### src/design/pdf_pkg.sv
// Package for the packet duplicate filter: payload types, codes and constants.
// No dependencies.
`default_nettype none
package pdf_pkg;
    localparam int TableDepth = 16;
    localparam int IdxW = $clog2(TableDepth);
    localparam int CntW = $clog2(TableDepth + 1);
    localparam logic [63:0] FnvBasis = 64'hCBF29CE484222325;
    localparam logic [63:0] FnvPrime = 64'h00000100000001B3;

    localparam logic [1:0] OpStart = 2'd0;
    localparam logic [1:0] OpData  = 2'd1;
    localparam logic [1:0] OpClaim = 2'd2;

    localparam logic [1:0] OcRejected = 2'd0;
    localparam logic [1:0] OcDuplicate = 2'd1;
    localparam logic [1:0] OcMerged = 2'd2;
    localparam logic [1:0] OcNew = 2'd3;

    localparam logic RegWindow = 1'b0;
    localparam logic RegMaxEntries = 1'b1;

    typedef struct packed {
        logic [1:0]  operation;
        logic [15:0] source_length;
        logic [7:0]  data_byte;
        logic [7:0]  destination_mask;
        logic [31:0] now_ms;
    } t_in;

    typedef struct packed {
        logic       granted;
        logic [1:0] outcome;
    } t_out;

    // controller -> datapath
    typedef struct packed {
        logic load;       // capture item
        logic mix;        // one hash byte step (xor+multiply)
        logic seed;       // reset hash to basis
        logic scan_step;  // examine entry r_rd, compact
        logic commit;     // finish claim: insert/merge, latch result
    } t_cmd;

    // datapath -> controller
    typedef struct packed {
        logic       scan_done;
        logic [1:0] operation;
        logic       mask_zero;
        logic       mul_done;
    } t_sts;
endpackage
`default_nettype wire

### src/design/pdf_ctrl.sv
// Controller state machine sequencing hash steps and table scans.
// Depends on pdf_pkg.
`default_nettype none
module pdf_ctrl
    import pdf_pkg::*;
(
    input  wire logic i_clk,
    input  wire logic i_rst_n,
    input  wire logic i_valid,
    output logic      o_ready,
    output logic      o_valid,
    input  wire logic i_ready,
    input  wire t_sts i_sts,
    output t_cmd      o_cmd
);
    typedef enum logic [2:0] {
        S_IDLE, S_DECODE, S_MIX1, S_MIX2, S_SCAN, S_COMMIT, S_OUT
    } t_state;
    t_state r_state;
    logic r_valid;

    assign o_ready = (r_state == S_IDLE);
    assign o_valid = r_valid;

    always_comb begin
        o_cmd = '0;
        o_cmd.load = (r_state == S_IDLE) && i_valid;
        unique case (r_state)
            S_DECODE: begin
                if (i_sts.operation == OpStart) begin
                    o_cmd.seed = 1'b1;
                    o_cmd.mix = 1'b1;
                end else if (i_sts.operation == OpData) begin
                    o_cmd.mix = 1'b1;
                end
            end
            S_MIX1: o_cmd.mix = i_sts.mul_done && (i_sts.operation == OpStart);
            S_SCAN: o_cmd.scan_step = !i_sts.scan_done && !i_sts.mask_zero;
            // result register must be free before it is overwritten
            S_COMMIT: o_cmd.commit = !r_valid;
            default: ;
        endcase
    end

    always_ff @(posedge i_clk) begin
        if (!i_rst_n) begin
            r_state <= S_IDLE;
            r_valid <= 1'b0;
        end else begin
            if (r_valid && i_ready) r_valid <= 1'b0;
            unique case (r_state)
                S_IDLE: if (i_valid) r_state <= S_DECODE;
                S_DECODE: begin
                    if (i_sts.operation == OpClaim) r_state <= S_SCAN;
                    else if (i_sts.operation == OpStart || i_sts.operation == OpData)
                        r_state <= S_MIX1;
                    else r_state <= S_IDLE;
                end
                S_MIX1: if (i_sts.mul_done)
                    r_state <= (i_sts.operation == OpStart) ? S_MIX2 : S_IDLE;
                S_MIX2: if (i_sts.mul_done) r_state <= S_IDLE;
                S_SCAN: if (i_sts.scan_done || i_sts.mask_zero) r_state <= S_COMMIT;
                S_COMMIT: if (!r_valid) r_state <= S_OUT;
                S_OUT: begin
                    r_valid <= 1'b1;
                    r_state <= S_IDLE;
                end
                default: r_state <= S_IDLE;
            endcase
        end
    end
endmodule
`default_nettype wire

### config.mk
export PLATFORM = sky130hd
export DESIGN_NAME = pdf_ctrl
export DESIGN_NICKNAME = d
export VERILOG_FILES = /design/src/design/pdf_pkg.sv /design/src/design/pdf_ctrl.sv
export SDC_FILE = /design/constraint.sdc
export NUM_CORES = 1
export LEC_CHECK = 0
export ABC_AREA = 0
export CAP_MARGIN = 10
export CORE_AREA = 8 8 45 47
export DETAILED_ROUTE_END_ITERATION = 6
export DIE_AREA = 0 0 53 55
export DONT_BUFFER_PORTS = 1
export MAX_ROUTING_LAYER = met4
export PLACE_DENSITY = 0.45
export SYNTH_ARGS = -nofsm -noshare
export SYNTH_HDL_FRONTEND = slang
export SYNTH_SLANG_ARGS = --single-unit
### constraint.sdc
create_clock -name i_clk -period 1.9 [get_ports i_clk]
set_clock_uncertainty 0.2 [all_clocks]
set_input_delay 0.38 -clock i_clk [delete_from_list [all_inputs] [get_ports i_clk]]
set_output_delay 0.38 -clock i_clk [all_outputs]
set_load 0.1 [all_outputs]
==> out/qor.csv, run 1 <==
metric,value,unit
drt_iter0_drc,4,
grt_remaining_overflow,0,
ir_drop,704,uV
synth_cells,40,
synthToLayoutAreaGrowth,84.3,%
start_util,0.225,
grt.total_usage,0.0823,
dp_hpwl,818,um
maxCapViolCount,0,
cts-root-buf,clkbuf_4,
worst_pin_slew,267,ps
powerDensity,1670,nW/um2
via_per_inst,5.06,
hold_buffers,0,
num_rows,14,
grt_pass1_vias,364,
grt_setup_unrepaired,true,
die_width,53,um
n_antenna_cell,0,
finalCritPeriodShare,1.05,
fp.dieH,55,um
required,1320,ps
drive_above_1_share,0.547,
finalSetupViolations,1,
nets,64,
finalCriticalPeriod,2000,ps
wl_per_cell,14.6,um
die-area,2920,um2
hold_viol_final,0,
end_kind,output pin,
whs_path_depth,1,
ys_warn_count,0,
leakagePower,0.213,nW
grt_pass1_wl,1.71,mm
synth_area,312,um2
cp_max_fo,6,
clock.fmax,0.500,GHz
holdPathEnd,r_state[1],
r2r_cells,4,
timing.hold.ws,80.4,ps
drc,0,
grt_start_max_net_pins,9,
numCtsBuffers,3,
clockBufferDepth,2,
r2r_end,r_state[1],
core-area,1380,um2
synth-seq-cells,4,
seq_area_frac_synth,0.257,
place.gp.congestion,0.794,
routed_wirelength,1.01,mm
relSlewSlack,0.821,
h-tree-depth,1,
ios,16,
min_path_type,primary input to flop,
portBuffers,0,
cts_tree,done,
min_from,i_rst_n,
num_vias,349,
place_ws,91.4,ps
clock_sinks,4,
syn_nets,49,
antenna_found_initial,0,
clk_latency,230,ps
firstDrtPassIters,4,
worst_setup_path_start_kind,flop,
postRouteAntennaNets,0,
synth_cell_types,23,
fin_ws,-100,ps
postSynthAreaPerCell,7.79,um2
r2r_start,r_state[0],
slew_viol_final,0,
violations,negative setup slack,
reg2reg_slack,220,ps
path_class,flop to output pin,
clkSlewWorstSetupHoldPaths,40,ps
outcome,finished with violations,
worstPathArrival,1420,ps
-- state kept, by name (all words and copies together), names as in the netlist --
register,flops
o_valid,1
r_state,3
-- timing repair --
| action | in CTS | in global routing |
|---|---|---|
| buffers inserted | 1 | 0 |
| pin swaps | 3 | 2 |
| setup endpoints to repair | 4 | 4 |
| gates resized for setup | 3 | 1 |
| hold endpoints to repair | 0 | 0 |
-- critical path, stage by stage (launching register included) --
cell and delay, ps:
dfxtp_4 350, and2b_1 220, nand3b_1 140, a211oi_4 270, buf_12 210
-- kinds of logic after synthesis --
kind of cell,Yosys count,share of synthesized area
buffers and inverters,4,0.0723
muxes,1,0.0321
DFF,4,0.257
AOI/OAI and AO/OA,7,0.153
and+or+nand+nor,24,0.486
-- worst max path at each step --
| stage | start | to | slack [ps] | depth (start not counted) |
|---|---|---|---|---|
| 3_5_place_dp | r_state[0] | o_cmd[3] | 90 | 3 |
| 3_3_place_gp | r_state[0] | o_cmd[3] | 150 | 3 |
| 4_1_cts | r_state[0] | o_cmd[3] | -70 | 4 |
| 2_1_floorplan | r_state[2] | o_cmd[4] | -440 | 3 |
| 5_1_grt | r_state[0] | o_cmd[3] | -170 | 4 |
| 6_report | r_state[0] | o_cmd[3] | -100 | 4 |
-- placed cells by master (no fill, tap or decap), drive strengths merged --
| cell type | instances |
|---|---|
| and2b | 1 |
| nand2 | 3 |
| or3 | 3 |
| a211oi | 1 |
| o311a | 1 |
| and3 | 1 |
| clkbuf | 3 |
| nor2 | 4 |
| or2b | 1 |
| and2 | 1 |
| a21oi | 2 |
| nor2b | 2 |
| nand3b | 4 |
| nor3 | 2 |
| inv | 1 |
| buf | 13 |
| o21ai | 1 |
| mux2i | 1 |
| nor3b | 1 |
| o31ai | 2 |
| nor4b | 1 |
| dfxtp | 4 |
-- metal layers --
| layer | vias to the layer above | part of all wire | global-route usage |
|---|---|---|---|
| met4 | 0 | 0 | 0.0345 |
| met2 | 16 | 0.51 | 0.133 |
| met5 | - | 0 | - |
| met1 | 165 | 0.32 | 0.0686 |
| li1 | 168 | - | - |
| met3 | 0 | 0.16 | 0.0668 |
-- final cells by class --
class | instances | area, um2
well taps | 16 | 20.0
clock buffers | 3 | 22.5
repair buffers | 13 | 164
inverters | 1 | 3.75
multi-input cells | 32 | 278
flip-flops and latches | 4 | 86.3
fillers | 131 | 810
-- synth_stat cells --
master	n	area, um2
clkbuf_1	2	7.51
or3_1	2	12.5
and2_1	1	6.26
a21oi_1	2	10.0
o31ai_1	2	15.0
and2b_1	1	7.51
or2b_1	1	7.51
buf_6	1	11.3
o21ai_0	1	5.00
and3_4	1	11.3
nor3_1	2	10.0
nor2b_1	2	12.5
inv_1	1	3.75
nor3b_1	1	7.51
nand2_1	3	11.3
nor4b_1	1	8.76
nor2_1	4	15.0
mux2i_1	1	10.0
or3_4	1	11.3
a211oi_1	1	7.51
o311a_1	1	10.0
dfxtp_1	4	80.1
nand3b_1	4	30.0
-- power by group --
group	total, mW	leakage [nW]	switching, mW	internal, mW
logic	0.712	0.165	0.435	0.277
registers	0.147	0.0342	0.0310	0.116
clock network	0.101	0.0138	0.0303	0.0703
-- metrics by stage --
stage | util | area [um2] | TNS, ps | std cells | total power, mW
4_1_cts | 0.412 | 571 | -124 | 69 | 0.959
2_1_floorplan | - | 398 | -1370 | 40 | 0.676
5_1_grt | 0.415 | 574 | -238 | 69 | 1.01
3_5_place_dp | 0.384 | 532 | 0 | 65 | 0.829
6_report | 0.415 | 574 | -100 | 69 | 0.959
3_3_place_gp | 0.384 | 532 | 0 | 65 | 0.824
Power figures use the tool's default switching activity.
==> run 2: changes to the inputs <==
==> constraint.sdc (replaced) <==
create_clock -name i_clk -period 2.1 [get_ports i_clk]
set_clock_uncertainty 0.2 [all_clocks]
set_input_delay 0.42 -clock i_clk [delete_from_list [all_inputs] [get_ports i_clk]]
set_output_delay 0.42 -clock i_clk [all_outputs]
set_load 0.02 [all_outputs]
==> out/qor.csv, run 2 (synthesized netlist as in run 1, its figures left out) <==
metric,value,unit,change
n_antenna_cell,0,,unchanged
combPwrFrac,0.467,,-0.275
intPower,264,uW,-43%
powerDensity,1220,nW/um2,-27%
pwr-share-seq,0.330,,+0.177
dp_hpwl,626,um,-23%
cts_resized,0,,-3
cts_tree,done,,
clk_latency,230,ps,about the same
drive_above_1_share,0.250,,-0.297
relSlewSlack,0.733,,-0.0878
outcome,finished clean,,
cts_setup_buffers,0,,-1
portBuffers,0,,unchanged
path_class,flop to output pin,,
end_kind,output pin,,
synthToLayoutAreaGrowth,18.1,%,
grt_start_max_net_pins,12,,+3
reg2reg_slack,380,ps,+160 ps
die-area,2920,um2,unchanged
p_sw_frac,0.412,,-0.105
nets,55,,-14%
largest-register,r_state,,
cts-root-buf,clkbuf_4,,
worst_pin_slew,398,ps,+131 ps
clock.fmax,0.497,GHz,
place.gp.congestion,0.688,,-13%
drc,0,,unchanged
hold_viol_final,0,,unchanged
antenna_found_initial,0,,unchanged
clockBufferDepth,2,,unchanged
grt_pass1_wl,1.26,mm,-26%
required,1480,ps,+160 ps
worstPathArrival,1390,ps,-30 ps
final_core_util,0.266,,-0.149
grt_pass1_vias,267,,-27%
fp.dieH,55,um,unchanged
ios,16,,unchanged
numCtsBuffers,3,,unchanged
finalCritPeriodShare,0.959,,
num_rows,14,,unchanged
routed_wirelength,789,um,-22%
maxCapViolCount,0,,unchanged
finalSetupViolations,0,,-1
ir_drop,460,uV,-35%
grt_remaining_overflow,0,,unchanged
fill_cells,165,,+26%
clock_sinks,4,,unchanged
h-tree-depth,1,,unchanged
worst_setup_path_start_kind,flop,,
leakagePower,0.135,nW,-37%
fin_ws,86.6,ps,+187 ps
min_path_type,primary input to flop,,
finalSetupTns,0,ps,+100 ps
drt_iter0_drc,5,,+1
num_vias,293,,-16%
hold_buffers,0,,unchanged
firstDrtPassIters,2,,-2
start_util,0.225,,unchanged
clkSlewWorstSetupHoldPaths,40,ps,about the same
grt_setup_unrepaired,false,,
wl_per_cell,13.2,um,-10%
slew_viol_final,0,,unchanged
finalCriticalPeriod,2010,ps,
largest_reg_flops,3,,unchanged
cp_max_fo,10,,+4
postRouteAntennaNets,0,,unchanged
grt.total_usage,0.0608,,-0.0215
die_width,53,um,unchanged
clock_power_share,0.203,,+0.098
core-area,1380,um2,unchanged
switchingPower,185,uW,-63%
most-common-layout-cells,"nand3b_1 (4), nor2_1 (4), buf_4 (4)",,
place_ws,301,ps,+209 ps
via_per_inst,4.88,,-3.5%
## run 2: cell types whose count changed in the layout (fill, tap and decap cells not counted), moves of 2 or more
cell / change
buf_12: -5
buf_4: -3
nor3_1: +2
nor3_4: -2
## run 2: worst paths after layout
kind,start,cells past startpoint,endpoint
min reg2reg,r_state[0],2,r_state[0]
max reg2reg,r_state[0],4,r_state[1]
max,r_state[2],2,o_cmd[2]
min,i_rst_n,1,r_state[1]
## run 2: per-stage QoR
stage          cell area (um2)  hold slack, ps  power [mW]  std cells
2_1_floorplan              312             348       0.319         40
3_3_place_gp               343             370       0.358         57
3_5_place_dp               343             371       0.355         57
4_1_cts                    365             126       0.452         60
5_1_grt                    368             113       0.486         60
6_report                   368             129       0.449         60
## run 2: layout make-up
class / count / area (um2) / share of cell area
multi-input combinational: 32 / 209 / 0.568
sequential: 4 / 82.6 / 0.224
timing repair buffer: 4 / 30.0 / 0.0816
clock buffer: 3 / 22.5 / 0.0612
tap: 16 / 20.0 / 0.0544
inverter: 1 / 3.75 / 0.0102
## run 2: worst max-delay path: stages, from the launching register on
cell and delay [ps]:
dfxtp_1 380, or3_1 440, nor2_1 340
## run 2: routing by layer
layer | global-route usage | part of all wire
met2 | 0.0840 | 0.49
met5 | - | 0
met3 | 0.0294 | 0.076
met1 | 0.0684 | 0.43
met4 | 0.0388 | 0
## run 2: power by group through the flow
stage	Combinational (mW)	Sequential (mW)	Clock, mW
global route	0.228	0.154	0.104
detailed placement	0.212	0.143	0
finish	0.209	0.148	0.0910
global placement	0.215	0.143	0
floorplan	0.214	0.104	0
CTS	0.212	0.142	0.0980
==> run 3: changes to the inputs <==
--- a/constraint.sdc
+++ b/constraint.sdc
@@ -4,2 +4,2 @@
 set_output_delay 0.42 -clock i_clk [all_outputs]
-set_load 0.02 [all_outputs]
+set_load 0.005 [all_outputs]
==> out/qor.csv, run 3 (synthesized netlist as in run 1, its figures left out) <==
metric,value,unit,change
path_class,flop to output pin,,
clockBufferDepth,2,,unchanged
powerDensity,1120,nW/um2,-8.1%
cts-root-buf,clkbuf_4,,
drt_iter0_drc,8,,+3
combPwrFrac,0.383,,-0.084
num_rows,14,,unchanged
drive_above_1_share,0.125,,-0.125
intPower,234,uW,-11%
dp_hpwl,612,um,-2.3%
outcome,finished clean,,
ios,16,,unchanged
clkSlewWorstSetupHoldPaths,30,ps,about the same
place.gp.congestion,0.716,,+4.0%
end_kind,output pin,,
num_vias,285,,-2.7%
grt_remaining_overflow,0,,unchanged
worst_setup_path_start_kind,flop,,
synthToLayoutAreaGrowth,7.63,%,
largest-register,r_state,,
clock_power_share,0.244,,+0.041
drc,0,,unchanged
clk_latency,230,ps,about the same
via_per_inst,5.09,,+4.2%
maxCapViolCount,0,,unchanged
finalCriticalPeriod,1920,ps,-93.0 ps
routed_wirelength,753,um,-4.6%
die_width,53,um,unchanged
start_util,0.225,,unchanged
cp_max_fo,11,,+1
nets,51,,-7.3%
placed_cells,53,,-7.0%
min_path_type,primary input to flop,,
clock_sinks,4,,unchanged
numCtsBuffers,3,,unchanged
finalNonFillerCells,56,,-6.7%
largest_reg_flops,3,,unchanged
clock.fmax,0.521,GHz,+4.8%
grt_start_max_net_pins,12,,unchanged
h-tree-depth,1,,unchanged
ir_drop,364,uV,-21%
postRouteAntennaNets,0,,unchanged
grt.total_usage,0.0569,,-0.00394
grt_pass1_vias,263,,-1.5%
fp.dieH,55,um,unchanged
cts_tree,done,,
die-area,2920,um2,unchanged
worstPathArrival,1300,ps,-90 ps
hold_viol_final,0,,unchanged
most-common-layout-cells,"nand3b_1 (4), nor2_1 (4), dfxtp_1 (4)",,
relSlewSlack,0.718,,-0.0157
grt_pass1_wl,1.17,mm,-7.1%
antenna_found_initial,0,,unchanged
switchingPower,142,uW,-23%
wl_per_cell,13.4,um,+2.3%
p_sw_frac,0.377,,-0.0349
leakagePower,0.114,nW,-16%
fill_cells,153,,-7.3%
slew_viol_final,0,,unchanged
finalSetupViolations,0,,unchanged
finalSetupTns,0,ps,unchanged
hold_buffers,0,,unchanged
pwr-share-seq,0.373,,+0.043
required,1480,ps,about the same
core-area,1380,um2,unchanged
finalCritPeriodShare,0.914,,-0.0443
n_antenna_cell,0,,unchanged
portBuffers,0,,unchanged
firstDrtPassIters,4,,+2
cts_resized,0,,unchanged
worst_pin_slew,418,ps,+19.1 ps
cts_setup_buffers,0,,unchanged
grt_setup_unrepaired,false,,
run 3: cell count changes in the layout (fill, tap and decap cells not counted):
cell,previous run,this run
dfxtp_1,2,4
dfxtp_2,2,0
buf_4,4,0
run 3: final timing paths:
path,from,depth (start not counted),slack [ps],endpoint
setup / recovery,r_state[1],3,180,o_cmd[3]
hold reg to reg,r_state[0],2,380,r_state[0]
hold / removal,i_rst_n,1,120,r_state[1]
setup reg to reg,r_state[0],4,340,r_state[1]
run 3: area by class of cell:
class | instances | area [um2] | share of cell area
multi-input cells | 32 | 209 | 0.623
clock buffers | 3 | 22.5 | 0.0672
flip-flops and latches | 4 | 80.1 | 0.239
inverters | 1 | 3.75 | 0.0112
well taps | 16 | 20.0 | 0.0597
run 3: metrics by stage:
step / power, mW / utilization / setup WS, ps / hold WS (ps) / area [um2]
2_1_floorplan: 0.281 / - / 385 / 348 / 312
3_3_place_gp: 0.288 / 0.226 / 340 / 360 / 313
3_5_place_dp: 0.287 / 0.226 / 345 / 362 / 313
4_1_cts: 0.384 / 0.242 / 155 / 116 / 335
5_1_grt: 0.411 / 0.242 / 62.3 / 121 / 335
6_report: 0.376 / 0.242 / 180 / 122 / 335
run 3: metal layers:
metal / up-vias / track usage / part of all wire
met5: - / - / 0
met4: 0 / 0.0129 / 0
met3: 0 / 0.0481 / 0.13
met2: 13 / 0.0918 / 0.48
met1: 129 / 0.0502 / 0.39
li1: 143 / - / -
run 3: worst max-delay path, cell delays in order (launching register included):
cell      delay [ps]
dfxtp_1          490
and2b_1          190
nand3b_1          80
a211oi_1         310
run 3: power by group through the flow:
| stage | Clock, mW | Combinational (mW) | Sequential (mW) |
|---|---|---|---|
| finish | 0.0917 | 0.144 | 0.140 |
| global route | 0.103 | 0.161 | 0.147 |
| global placement | 0 | 0.149 | 0.139 |
| floorplan | 0 | 0.177 | 0.104 |
| detailed placement | 0 | 0.146 | 0.141 |
| CTS | 0.0977 | 0.146 | 0.140 |
